**src/rtl/u16u8je_pkg.sv**
```systemverilog
// Package for the UTF-16 to UTF-8 JSON escape unit: beat types, byte codes, helpers.
package u16u8je_pkg;

  // Input beat: one UTF-16 code unit and the end-of-string flag
  typedef struct packed {
    logic [15:0] code_unit;
    logic        last_unit;
  } in_beat_t;

  // Result beat: one output byte and its run and string markers
  typedef struct packed {
    logic [7:0] out_byte;
    logic       run_last;
    logic       string_end;
  } out_beat_t;

  // Longest byte run one code unit can cause, and its count width
  localparam int unsigned RUN_MAX   = 9;
  localparam int unsigned RUN_CNT_W = 4;

  // Surrogate ranges, by the top six bits of the code unit
  localparam logic [5:0] HIGH_SURR_TAG = 6'b110110;
  localparam logic [5:0] LOW_SURR_TAG  = 6'b110111;

  // Code point bounds for the UTF-8 length classes
  localparam logic [15:0] CP_ONE_BYTE_END = 16'h0080;
  localparam logic [15:0] CP_TWO_BYTE_END = 16'h0800;
  localparam logic [15:0] CP_CTRL_END     = 16'h0020;
  localparam logic [20:0] CP_SUPP_BASE    = 21'h10000;

  // UTF-8 lead and continuation prefixes
  localparam logic [7:0] LEAD_2 = 8'hC0;
  localparam logic [7:0] LEAD_3 = 8'hE0;
  localparam logic [7:0] LEAD_4 = 8'hF0;
  localparam logic [7:0] CONT   = 8'h80;

  // U+FFFD replacement character as UTF-8
  localparam logic [7:0] REPL_B0 = 8'hEF;
  localparam logic [7:0] REPL_B1 = 8'hBF;
  localparam logic [7:0] REPL_B2 = 8'hBD;

  // Characters taking part in JSON escaping
  localparam logic [7:0] CH_QUOTE = 8'h22;
  localparam logic [7:0] CH_BSLASH = 8'h5C;
  localparam logic [7:0] CH_LF    = 8'h0A;
  localparam logic [7:0] CH_CR    = 8'h0D;
  localparam logic [7:0] CH_TAB   = 8'h09;
  localparam logic [7:0] CH_N     = 8'h6E;
  localparam logic [7:0] CH_R     = 8'h72;
  localparam logic [7:0] CH_T     = 8'h74;
  localparam logic [7:0] CH_U     = 8'h75;
  localparam logic [7:0] CH_ZERO  = 8'h30;
  localparam logic [7:0] HEX_ALPHA_BASE = 8'h37;

  // Uppercase hex digit of one nibble
  function automatic logic [7:0] hex_digit(input logic [3:0] v);
    logic [7:0] v8;
    v8 = {4'h0, v};
    if (v < 4'd10) begin
      hex_digit = CH_ZERO + v8;
    end else begin
      hex_digit = HEX_ALPHA_BASE + v8;
    end
  endfunction

endpackage

```
**src/rtl/utf16_to_utf8_json_escape_unit.sv**
```systemverilog
// UTF-16 to UTF-8 transcoder with JSON string escaping: run builder and byte serialiser.
//
//   channel | direction | handshake          | beat
//   --------+-----------+--------------------+-----------------------------------
//   in_     | input     | in_valid, in_stall | code_unit[15:0], last_unit
//   out_    | output    | out_valid,out_stall| out_byte[7:0], run_last, string_end
//
// A code unit is turned into its whole byte run (0 to 9 bytes) in the cycle it is taken,
// and the run sits in a shift register feeding one byte a cycle, as out_stall allows, to
// the output register. A one-byte unit is then taken each cycle; longer runs hold in_stall
// until the last byte moves, so the rate is set by the single byte-wide output register.
// A held high surrogate produces no bytes and frees the input at once.
// Reset (rst_n low, synchronous) empties the run and output registers and drops any
// held surrogate. out_stall only holds the output register and drains the run more slowly.
module utf16_to_utf8_json_escape_unit (
  input  logic                  clk,
  input  logic                  rst_n,
  input  logic                  in_valid,
  output logic                  in_stall,
  input  u16u8je_pkg::in_beat_t in_data,
  output logic                  out_valid,
  input  logic                  out_stall,
  output u16u8je_pkg::out_beat_t out_data
);

  typedef logic [u16u8je_pkg::RUN_MAX-1:0][7:0] run_t;
  typedef logic [2:0][7:0]                      repl_t;

  // Surrogate state
  logic        pend_r, pend_nxt;
  logic [9:0]  held_r, held_nxt;

  // Run shift register
  run_t                               run_r, run_nxt;
  logic [u16u8je_pkg::RUN_CNT_W-1:0]  cnt_r, cnt_nxt;
  logic                               end_r, end_nxt;

  // Output register
  logic                   ovld_r, ovld_nxt;
  u16u8je_pkg::out_beat_t obeat_r, obeat_nxt;

  // Decode and run building
  logic        in_take, move, run_free;
  logic        is_high, is_low, pair, pre;
  logic [15:0] cu;
  logic [20:0] cp;
  run_t        main_run, new_run;
  logic [u16u8je_pkg::RUN_CNT_W-1:0] main_cnt, new_cnt;
  repl_t       repl;

  assign cu      = in_data.code_unit;
  assign is_high = (cu[15:10] == u16u8je_pkg::HIGH_SURR_TAG);
  assign is_low  = (cu[15:10] == u16u8je_pkg::LOW_SURR_TAG);
  assign pair    = pend_r && is_low;
  assign pre     = pend_r && !is_low;
  assign cp      = u16u8je_pkg::CP_SUPP_BASE + {1'b0, held_r, cu[9:0]};
  assign repl    = {u16u8je_pkg::REPL_B2, u16u8je_pkg::REPL_B1, u16u8je_pkg::REPL_B0};

  // Build the bytes of the unit itself, without any leading replacement
  always_comb begin
    main_run = '0;
    main_cnt = '0;
    if (pair) begin
      main_run[0] = u16u8je_pkg::LEAD_4 | {5'b0, cp[20:18]};
      main_run[1] = u16u8je_pkg::CONT | {2'b0, cp[17:12]};
      main_run[2] = u16u8je_pkg::CONT | {2'b0, cp[11:6]};
      main_run[3] = u16u8je_pkg::CONT | {2'b0, cp[5:0]};
      main_cnt    = 4'd4;
    end else if (is_high) begin
      if (in_data.last_unit) begin
        main_run[2:0] = repl;
        main_cnt      = 4'd3;
      end
    end else if (is_low) begin
      main_run[2:0] = repl;
      main_cnt      = 4'd3;
    end else if (cu < u16u8je_pkg::CP_ONE_BYTE_END) begin
      main_run[0] = u16u8je_pkg::CH_BSLASH;
      main_cnt    = 4'd2;
      if (cu[7:0] == u16u8je_pkg::CH_QUOTE) begin
        main_run[1] = u16u8je_pkg::CH_QUOTE;
      end else if (cu[7:0] == u16u8je_pkg::CH_BSLASH) begin
        main_run[1] = u16u8je_pkg::CH_BSLASH;
      end else if (cu[7:0] == u16u8je_pkg::CH_LF) begin
        main_run[1] = u16u8je_pkg::CH_N;
      end else if (cu[7:0] == u16u8je_pkg::CH_CR) begin
        main_run[1] = u16u8je_pkg::CH_R;
      end else if (cu[7:0] == u16u8je_pkg::CH_TAB) begin
        main_run[1] = u16u8je_pkg::CH_T;
      end else if (cu < u16u8je_pkg::CP_CTRL_END) begin
        main_run[1] = u16u8je_pkg::CH_U;
        main_run[2] = u16u8je_pkg::CH_ZERO;
        main_run[3] = u16u8je_pkg::CH_ZERO;
        main_run[4] = u16u8je_pkg::hex_digit(cu[7:4]);
        main_run[5] = u16u8je_pkg::hex_digit(cu[3:0]);
        main_cnt    = 4'd6;
      end else begin
        main_run[0] = cu[7:0];
        main_cnt    = 4'd1;
      end
    end else if (cu < u16u8je_pkg::CP_TWO_BYTE_END) begin
      main_run[0] = u16u8je_pkg::LEAD_2 | {3'b0, cu[10:6]};
      main_run[1] = u16u8je_pkg::CONT | {2'b0, cu[5:0]};
      main_cnt    = 4'd2;
    end else begin
      main_run[0] = u16u8je_pkg::LEAD_3 | {4'b0, cu[15:12]};
      main_run[1] = u16u8je_pkg::CONT | {2'b0, cu[11:6]};
      main_run[2] = u16u8je_pkg::CONT | {2'b0, cu[5:0]};
      main_cnt    = 4'd3;
    end
  end

  // Prepend the replacement for an unpaired held high surrogate
  assign new_run = pre ? {main_run[u16u8je_pkg::RUN_MAX-4:0], repl} : main_run;
  assign new_cnt = main_cnt + (pre ? 4'd3 : 4'd0);

  // Handshake: move a byte when the output register is empty or being taken
  assign move     = (cnt_r != '0) && (!ovld_r || !out_stall);
  assign run_free = (cnt_r == '0) || ((cnt_r == 4'd1) && move);
  assign in_stall = !run_free;
  assign in_take  = in_valid && run_free;

  // Next state: load a fresh run on a taken beat, else shift out one byte
  always_comb begin
    pend_nxt = pend_r;
    held_nxt = held_r;
    run_nxt  = run_r;
    cnt_nxt  = cnt_r;
    end_nxt  = end_r;
    if (in_take) begin
      pend_nxt = is_high && !pair && !in_data.last_unit;
      held_nxt = cu[9:0];
      run_nxt  = new_run;
      cnt_nxt  = new_cnt;
      end_nxt  = in_data.last_unit;
    end else if (move) begin
      run_nxt = {8'h00, run_r[u16u8je_pkg::RUN_MAX-1:1]};
      cnt_nxt = cnt_r - 4'd1;
    end
  end

  // Output register: fill from the run head, drop when taken
  always_comb begin
    ovld_nxt  = ovld_r;
    obeat_nxt = obeat_r;
    if (move) begin
      ovld_nxt             = 1'b1;
      obeat_nxt.out_byte   = run_r[0];
      obeat_nxt.run_last   = (cnt_r == 4'd1);
      obeat_nxt.string_end = (cnt_r == 4'd1) && end_r;
    end else if (!out_stall) begin
      ovld_nxt = 1'b0;
    end
  end

  // Control registers
  always_ff @(posedge clk) begin
    if (!rst_n) begin
      pend_r <= 1'b0;
      cnt_r  <= '0;
      ovld_r <= 1'b0;
    end else begin
      pend_r <= pend_nxt;
      cnt_r  <= cnt_nxt;
      ovld_r <= ovld_nxt;
    end
  end

  // Payload registers
  always_ff @(posedge clk) begin
    held_r  <= held_nxt;
    run_r   <= run_nxt;
    end_r   <= end_nxt;
    obeat_r <= obeat_nxt;
  end

  assign out_valid = ovld_r;
  assign out_data  = obeat_r;

endmodule

```
**config.mk**
```make
export PLATFORM = sky130hd
export DESIGN_NAME = utf16_to_utf8_json_escape_unit
export DESIGN_NICKNAME = d
export VERILOG_FILES = /design/src/rtl/u16u8je_pkg.sv /design/src/rtl/utf16_to_utf8_json_escape_unit.sv
export SDC_FILE = /design/constraint.sdc
export NUM_CORES = 1
export LEC_CHECK = 0
export BUFFER_PORTS_ARGS = -buffer_cell sky130_fd_sc_hd__buf_4
export CAP_MARGIN = 20
export CORE_ASPECT_RATIO = 1.1
export CORE_MARGIN = 8
export CORE_UTILIZATION = 50
export CTS_CLUSTER_DIAMETER = 50
export DETAILED_ROUTE_END_ITERATION = 16
export GPL_TIMING_DRIVEN = 0
export PLACE_DENSITY = 0.78
export SLEW_MARGIN = 0
export SYNTH_ARGS = -nofsm -noshare
export SYNTH_HDL_FRONTEND = slang
export SYNTH_SLANG_ARGS = --single-unit
```
**constraint.sdc**
```tcl
create_clock -name clk -period 8.2 [get_ports clk]
set_input_delay 1.23 -clock clk [delete_from_list [all_inputs] [get_ports clk]]
set_output_delay 1.23 -clock clk [all_outputs]
set_load 0.01 [all_outputs]
```
==> impl_metrics.toml, run 1 <==
[status]
run_status = "finished clean"

[timing]
clock-skew-final_ns = 0.0123
slew_headroom_pct = 25.4
finalHoldViolCount = 0
worst_pin_slew_ns = 1.11
setup_violations = 0
rsz0062_at_grt = "no"
fmax_ghz = 0.247
final_max_slew_viol_count = 0
whs_ns = 0.428
layout_min_cycle_time_ns = 4.06
fin_crit_sh_pct = 49.5
fin_ws_ns = 4.14
fin_setup_tns_ns = 0

[yosys]
synth-simple-area-share_pct = 16.4
synth_top_area_cell = "edfxtp_1"
ys_ff_latch = 97
synth_fa_ha_area_share_pct = 3.41
postSynth.asyncResetShare_pct = 0
ys.flop_type = "edfxtp_1"
synth-compound-area-share_pct = 18.2
yosys-top-cells-area = "edfxtp_1 55%, nand2_1 3.5%, o21ai_0 3.2%"
synthCells = 448
synthMuxAreaShare_pct = 0.451
ys_warn_count = 0
synth_top_family_by_area = "compound AO/OA/AOI/OAI gates"
yosysSeqAreaShare_pct = 57.2
syn_avg_cell_area_um2 = 11.1
syn_nets = 482
yosysUniqueCellTypes = 71
netlist.area_leader.share_pct = 54.8
syn_area_mm2 = 0.00499
synth_edf_count = 91
synth_xor_area_share_pct = 1.05

[worst_setup_path]
crit_slowest_cell = "fa_1"
slowest_delay_ns = 0.48
start_kind = "input port"
critPathCaptureType = "register"
r2r_cells = 7
worstReg2RegStart = "cnt_r[1]"
rrSetupSlack_ns = 5.10
worstPathCellList = "buf_4, clkbuf_1, inv_1, ha_1, nand4bb_1, or2_2, nand3_1, or4_1, buf_2, a21oi_1, ha_1, inv_1, fa_1, nor2_1, a21oi_1, nor2_1"
crit_start = "in_data[2]"
crit_path_end = "cnt_r[1]"
critPathKind = "in2reg"
cp.required_ns = 8.47
cp_max_fo = 8
r2r_end = "run_r[22]"
arrival_ns = 4.33

[power_and_ir_drop]
p_seq_share_pct = 51.2
p_leak_nw = 2.03
swShare_pct = 34.7
p_per_area_mw_per_mm2 = 347
max-vdd-ir-drop_mv = 0.202
internal-power_mw = 1.26
clockPowerShare_pct = 14.9
p_sw_uw = 673
total_power_mw = 1.94
pwr-share-comb_pct = 33.8

[cts]
cts_htree_levels = 3
clock_path_buffers = 2
cts_buffers = 9
cts_root_buf = "clkbuf_8"
cts_tree = "yes"
cts_sinks = 97
clock_latency_ns = 0.37
ctsHoldBuffers = 0
clkTransAtPathRegs_ns = 0.10
cts_resized = 0
post_cts_buffers = 0

[placement]
dp_slack_ns = 3.77
hpwl_um = 9390
io_buffers = 31
placed_cells = 600
place_congestion = 0.958

[finish]
nNetsFinal = 526
fin_cells = 617
syn2layout_area_growth_pct = 11.9
final_common_cell = "edfxtp_1"
drive_gt1_share_pct = 15.1
final_cell_mix = "91 x edfxtp_1, 47 x nand2_1, 41 x nor2_1"
antenna_cells = 0

[global_route]
grt_max_degree = 71
antenna_found_initial = 0
grt_pass1_wl_um = 20700
grtUsageTotal_pct = 19.4
grt_pass1_vias = 3831
overflow = 0

[route]
routed_wl_um = 13100
routedWlPerCell_um = 21.2
vias_per_cell = 6.40
num_vias = 3948
ant_nets = 0
first_iter_violations = 546
drc_errors = 0
dr.pass1.iters = 5

[die]
die_h_um = 121
ios = 33
num_rows = 38
die_w_um = 111
die_area_mm2 = 0.0134
core_area_mm2 = 0.00979
start_util_pct = 50.9

[flow_run]
cap_violations = 0

[worst_hold_path]
min_path_type = "reg2reg"
==> cell type report <==
type | instances | area (um2)
multi-input cells | 312 | 1980
well taps | 120 | 150
clock inverters | 6 | 50.0
plain buffers | 22 | 95.1
flip-flops and latches | 97 | 2850
inverters | 17 | 63.8
fillers | 862 | 4210
repair buffers | 33 | 259
clock buffers | 10 | 128
==> power by group through the flow <==
stage | Sequential (mW) | Combinational [mW] | Clock, mW
finish | 0.993 | 0.655 | 0.290
global route | 1.02 | 0.721 | 0.313
CTS | 0.995 | 0.647 | 0.293
detailed placement | 1.01 | 0.647 | 0
global placement | 1.02 | 0.607 | 0
floorplan | 1.01 | 0.412 | 0
==> stage by stage <==
stage	util [%]	instance area, um2
after global routing	57.0	5580
after global placement	54.8	5370
after floorplan	-	4990
after CTS	56.8	5570
after detailed placement	55.0	5390
final	57.0	5580
==> routing by layer <==
metal / GRT usage, % / routed length, um
met4: 8.76 / 468
met1: 25.0 / 5550
met5: 0 / 0
met3: 4.26 / 979
met2: 30.7 / 6060
==> worst max-delay path: cells and delay by family <==
family | cells | cell delay [ns]
simple gates | 6 | 1.02
fa+ha+maj | 3 | 0.90
buf+inv | 5 | 0.81
compound gates | 2 | 0.36
==> synthesized netlist by cell type, types with 7 or more instances <==
cell and n:
nand2_1 47, nand3_1 8, ha_1 12, inv_1 15, and3_1 7, edfxtp_1 91, a211oi_1 7, nor2_1 41
nor3_1 13, and2_1 12, o21ai_0 32, clkbuf_1 16, a21oi_1 29, a31oi_1 8
==> logic make-up after synthesis <==
kind of cell               count (synthesis)
AOI/OAI and AO/OA                        132
xor gates and xnor gates                   6
adders and majority gates                 13
buffers and inverters                     39
DFF                                       97
muxes                                      2
other                                      1
and+or+nand+nor                          158
==> how the worst min path moves through the flow <==
stage          depth (start not counted)     start     endpoint
4_1_cts                                0  run_r[1]  out_data[3]
3_3_place_gp                           0  run_r[1]  out_data[3]
6_report                               0  run_r[0]  out_data[2]
3_5_place_dp                           0  run_r[5]  out_data[7]
5_1_grt                                0  run_r[5]  out_data[7]
2_1_floorplan                          0  run_r[0]  out_data[2]
==> registers in the layout (all words and copies together) (netlist names) <==
| register | count |
|---|---|
| out_valid | 1 |
| end_r | 1 |
| run_r | 70 |
| held_r | 10 |
| cnt_r | 4 |
| out_data | 10 |
| pend_r | 1 |
Power figures use the tool's default switching activity.
==> run 2, diff against run 1 <==
Settings changed: ABC_AREA from default to 1.
Clock period 8.2 ns to 3.9 ns, I/O delays scaled along.
==> impl_metrics.toml, run 2 <==
[worst_hold_path]
hold_depth = 1
min_path_type = "in2reg"

[route]
drc_errors = 0
routedWlPerCell_um = 18.4
first_iter_violations = 301
vias_per_cell = 5.67
dr.pass1.iters = 6
routed_wl_um = 13100
ant_nets = 0
num_vias = 4040

[placement]
io_buffers = 32
placed_cells = 698
place_congestion = 0.915
hpwl_um = 9430

[power_and_ir_drop]
total_power_mw = 4.08
pwr-share-comb_pct = 33.6
p_seq_share_pct = 50.3
max-vdd-ir-drop_mv = 0.352
p_leak_nw = 2.60
p_sw_mw = 1.42
swShare_pct = 34.9
clockPowerShare_pct = 16.1
p_per_area_mw_per_mm2 = 718
internal-power_mw = 2.66

[yosys]
ys.flop_type = "edfxtp_1"
postSynth.asyncResetShare_pct = 0
syn_area_mm2 = 0.00509
synth_top_area_cell = "edfxtp_1"
ys_warn_count = 0
ys_ff_latch = 97
synthCells = 546
yosys-top-cells-area = "edfxtp_1 54%, nand2_1 11%, inv_1 4.9%"
synth_most_common_cell = "nand2_1"
synth_edf_count = 91
synth_common_cells = "144 x nand2_1, 91 x edfxtp_1, 67 x inv_1"
netlist.area_leader.share_pct = 53.7
syn_nets = 580
yosysUniqueCellTypes = 39
yosysSeqAreaShare_pct = 56.0
syn_avg_cell_area_um2 = 9.33

[cts]
clock_path_buffers = 2
cts_htree_levels = 3
cts_buffers = 9
cts_tree = "yes"
cts_resized = 0
cts_root_buf = "clkbuf_8"
clkTransAtPathRegs_ns = 0.09
post_cts_buffers = 0
clock_latency_ns = 0.37
ctsHoldBuffers = 0
cts_sinks = 97

[worst_setup_path]
cp.required_ns = 4.20
start_kind = "input port"
arrival_ns = 3.00
r2r_cells = 9
critPathKind = "in2reg"
cp_max_fo = 7
critPathCaptureType = "register"

[global_route]
grt_pass1_vias = 3844
grt_util_met1_pct = 24.5
grtUsageMet2_pct = 33.1
antenna_found_initial = 0
grt_max_degree = 72
grt_pass1_wl_um = 20600
top_usage_layer = "met2"
overflow = 0
grt_use_met3_pct = 3.42
grtUsageTotal_pct = 19.5

[finish]
regMostFlops = "run_r"
antenna_cells = 0
largest_reg_flops = 70
fillCellCount = 863
nNetsFinal = 623
fin_cells = 713
final_common_cell = "nand2_1"
drive_gt1_share_pct = 15.3
syn2layout_area_growth_pct = 11.6
final_cell_mix = "143 x nand2_1, 91 x edfxtp_1, 67 x inv_1"

[timing]
layout_min_cycle_time_ns = 2.70
whs_ns = 0.403
fin_crit_sh_pct = 69.3
rsz0062_at_grt = "no"
finalHoldViolCount = 0
slew_headroom_pct = 37.8
worst_pin_slew_ns = 0.933
final_max_slew_viol_count = 0
fmax_ghz = 0.370
setup_violations = 0
clock-skew-final_ns = 0.00966

[die]
die_area_mm2 = 0.0137
core_area_mm2 = 0.00989
num_rows = 38
die_h_um = 122
die_w_um = 112
start_util_pct = 51.5
ios = 33

[status]
run_status = "finished clean"

[flow_run]
cap_violations = 0
[run 2: cell count changes after synthesis, moves of 8 or more]
cell      delta
a31oi_1      -8
and2_1      -12
clkbuf_1    -15
inv_1       +52
nand2_1     +97
nand3_1     +22
nor3_1      -12
[run 2: power groups by stage]
stage	Sequential [mW]	Clock (mW)	Combinational, mW
finish	2.05	0.657	1.37
global route	2.10	0.703	1.52
CTS	2.06	0.665	1.37
detailed placement	2.08	0	1.36
global placement	2.09	0	1.29
floorplan	2.09	0	0.888
[run 2: stage by stage]
step                      TNS [ns]  instance area, um2  worst slack [ns]  util [%]
after floorplan                  0                5090             0.764         -
after global placement     -0.0775                5480           -0.0775      55.4
after detailed placement         0                5490             0.855      55.5
after CTS                        0                5680              1.23      57.5
after global routing             0                5680             0.983      57.5
final                            0                5680              1.20      57.5
[run 2: worst paths after layout]
| kind | startpoint | slack, ns | to |
|---|---|---|---|
| setup / recovery | in_data[5] | 1.20 | cnt_r[2] |
| hold / removal | in_data[4] | 0.40 | held_r[3] |
| setup reg to reg | cnt_r[0] | 1.42 | cnt_r[3] |
| hold reg to reg | run_r[0] | 0.42 | out_data[2] |
[run 2: logic make-up (layout without fill, tap and decap cells)]
family                     Yosys count  in the layout  share of synthesized area (%)
other                                1              1                         0.0736
xor gates and xnor gates             4              4                          0.688
AOI/OAI and AO/OA                   94             94                           10.7
DFF                                 97             97                           56.0
adders and majority gates           13             13                           3.34
and+or+nand+nor                    247            247                           21.5
buffers and inverters               90            137                           7.69
[run 2: final cells by class]
| class | count | area, um2 | share of cell area (%) |
|---|---|---|---|
| inverters | 71 | 269 | 4.73 |
| flip-flops and latches | 97 | 2850 | 50.2 |
| multi-input cells | 359 | 1860 | 32.7 |
| well taps | 120 | 150 | 2.64 |
| repair buffers | 32 | 240 | 4.23 |
| clock buffers | 9 | 124 | 2.18 |
| clock inverters | 6 | 67.6 | 1.19 |
| plain buffers | 19 | 123 | 2.16 |
[run 2: worst max-delay path, stage by stage]
cell and delay (ns):
buf_4 0.14, inv_1 0.13, ha_1 0.24, nand2_1 0.10
inv_1 0.06, nand2_1 0.10, nand3_1 0.15, nor2_2 0.19
nand2_2 0.13, a21oi_1 0.16, ha_1 0.18, inv_1 0.05
fa_1 0.37, inv_1 0.06, nand3_1 0.06, nand3_1 0.09
nand2_1 0.05, a21oi_1 0.14
[run 2: per-layer routing]
layer / routed length [um] / up-vias
li1: - / 1908
met1: 5470 / 1940
met2: 6350 / 172
met3: 969 / 20
met4: 305 / 0
met5: 0 / -
==> run 3, diff against run 2 <==
Clock period 3.9 ns to 2.8 ns, I/O delays scaled along.
==> impl_metrics.toml, run 3 (same netlist as run 2, synthesis figures left out) <==
[finish]
regMostFlops = "run_r"
final_common_cell = "nand2_1"
design_area_mm2 = 0.00566
syn2layout_area_growth_pct = 11.2
final_cell_mix = "143 x nand2_1, 91 x edfxtp_1, 67 x inv_1"
largest_reg_flops = 70
drive_gt1_share_pct = 15.3
nNetsFinal = 623
final_util_pct = 57.3
fillCellCount = 900
antenna_cells = 0

[route]
num_vias = 3977
drc_errors = 0
vias_per_cell = 5.58
top_layer_used = "met4"
first_iter_violations = 345
dr.pass1.iters = 5
wl_met2_um = 6260
wl_met1_um = 5600
routed_wl_um = 13100
wl_met3_um = 801
ant_nets = 0
routedWlPerCell_um = 18.4

[placement]
io_buffers = 32
post_dp_cell_area_mm2 = 0.00549
place_congestion = 0.926
hpwl_um = 9500

[global_route]
grt_pass1_vias = 3978
antenna_found_initial = 0
grt_pass1_wl_um = 20800
grtUsageTotal_pct = 19.7
overflow = 0
grt_max_degree = 72

[worst_setup_path]
start_kind = "input port"
critPathKind = "in2reg"
critPathCaptureType = "register"
cp_max_fo = 7
arrival_ns = 2.83
cp.required_ns = 3.10

[cts]
cts_htree_levels = 3
cts_root_buf = "clkbuf_8"
ctsHoldBuffers = 0
clock_path_buffers = 2
clock_latency_ns = 0.37
clkTransAtPathRegs_ns = 0.09
cts_tree = "yes"
cts_buffers = 9
cts_sinks = 97

[timing]
final_max_slew_viol_count = 0
clock-skew-final_ns = 0.00942
layout_min_cycle_time_ns = 2.54
fin_crit_sh_pct = 90.6
slew_headroom_pct = 39.3
setup_violations = 0
worst_pin_slew_ns = 0.911
fmax_ghz = 0.394
finalHoldViolCount = 0
rsz0062_at_grt = "no"

[die]
die_area_mm2 = 0.0137
num_rows = 38
die_w_um = 112
core_area_mm2 = 0.00989
die_h_um = 122
ios = 33
start_util_pct = 51.5

[power_and_ir_drop]
p_leak_nw = 2.60
max-vdd-ir-drop_mv = 0.708
p_per_area_mw_per_mm2 = 989

[flow_run]
cap_violations = 0

[status]
run_status = "finished clean"

[worst_hold_path]
min_path_type = "in2reg"
## run 3: cell count changes in the layout (fill, tap and decap cells not counted), sizes merged
cell and change:
bufinv -1, clkbuf +1, clkinv -1, inv +1
## run 3: layout make-up
type / instances / area (um2) / area share [%]
clock inverter: 5 / 41.3 / 0.729
tap: 120 / 150 / 2.65
sequential: 97 / 2850 / 50.4
multi-input combinational: 359 / 1860 / 32.8
clock buffer: 10 / 128 / 2.25
inverter: 71 / 269 / 4.75
timing repair buffer: 32 / 240 / 4.24
buffer: 19 / 123 / 2.16
## run 3: through the flow
stage               instances  hold slack, ns  worst slack (ns)  TNS (ns)  power (mW)
floorplan                 546           0.400             0.374         0        4.12
CTS                       713           0.224             0.264         0        5.62
finish                    713           0.235             0.262         0        5.60
global placement          698           0.401            -0.156     -3.13        4.68
detailed placement        698           0.405           -0.0967   -0.0967        4.80
global route              713           0.226            0.0176         0        5.96
## run 3: worst max-delay path: stages
cell and delay [ns]:
buf_4 0.14, inv_1 0.13, ha_1 0.23, nand2_1 0.10, inv_1 0.06, nand2_1 0.11, nand3_1 0.17, nor2_4 0.16
nand2_2 0.11, a21oi_1 0.16, ha_1 0.18, inv_1 0.05, fa_1 0.39, inv_1 0.07, nand3_1 0.07, nand3_1 0.09
nand2_1 0.05, a21oi_1 0.13
## run 3: routing by layer
layer,vias to the layer above,global-route usage [%]
met5,-,0
li1,1914,-
met1,1890,24.9
met3,29,3.02
met2,144,32.5
met4,0,9.62
## run 3: report_power, final
| group | total (mW) | internal (mW) | leakage, nW | switching, mW |
|---|---|---|---|---|
| clock | 0.841 | 0.328 | 0.0846 | 0.513 |
| sequential | 2.86 | 2.66 | 0.976 | 0.202 |
| combinational | 1.90 | 0.631 | 1.54 | 1.27 |
## run 3: timing repair
item	4_1_cts	5_1_grt
setup buffers	0	0
setup endpoints to repair	0	1
gates resized for setup	0	1
## run 3: final timing paths
kind / start / endpoint / slack [ns] / cells after the start
setup / recovery: in_data[5] / cnt_r[2] / 0.26 / 18
hold reg to reg: run_r[3] / out_data[5] / 0.43 / 0
setup reg to reg: cnt_r[0] / cnt_r[3] / 0.33 / 9
hold / removal: in_data[4] / held_r[3] / 0.23 / 1
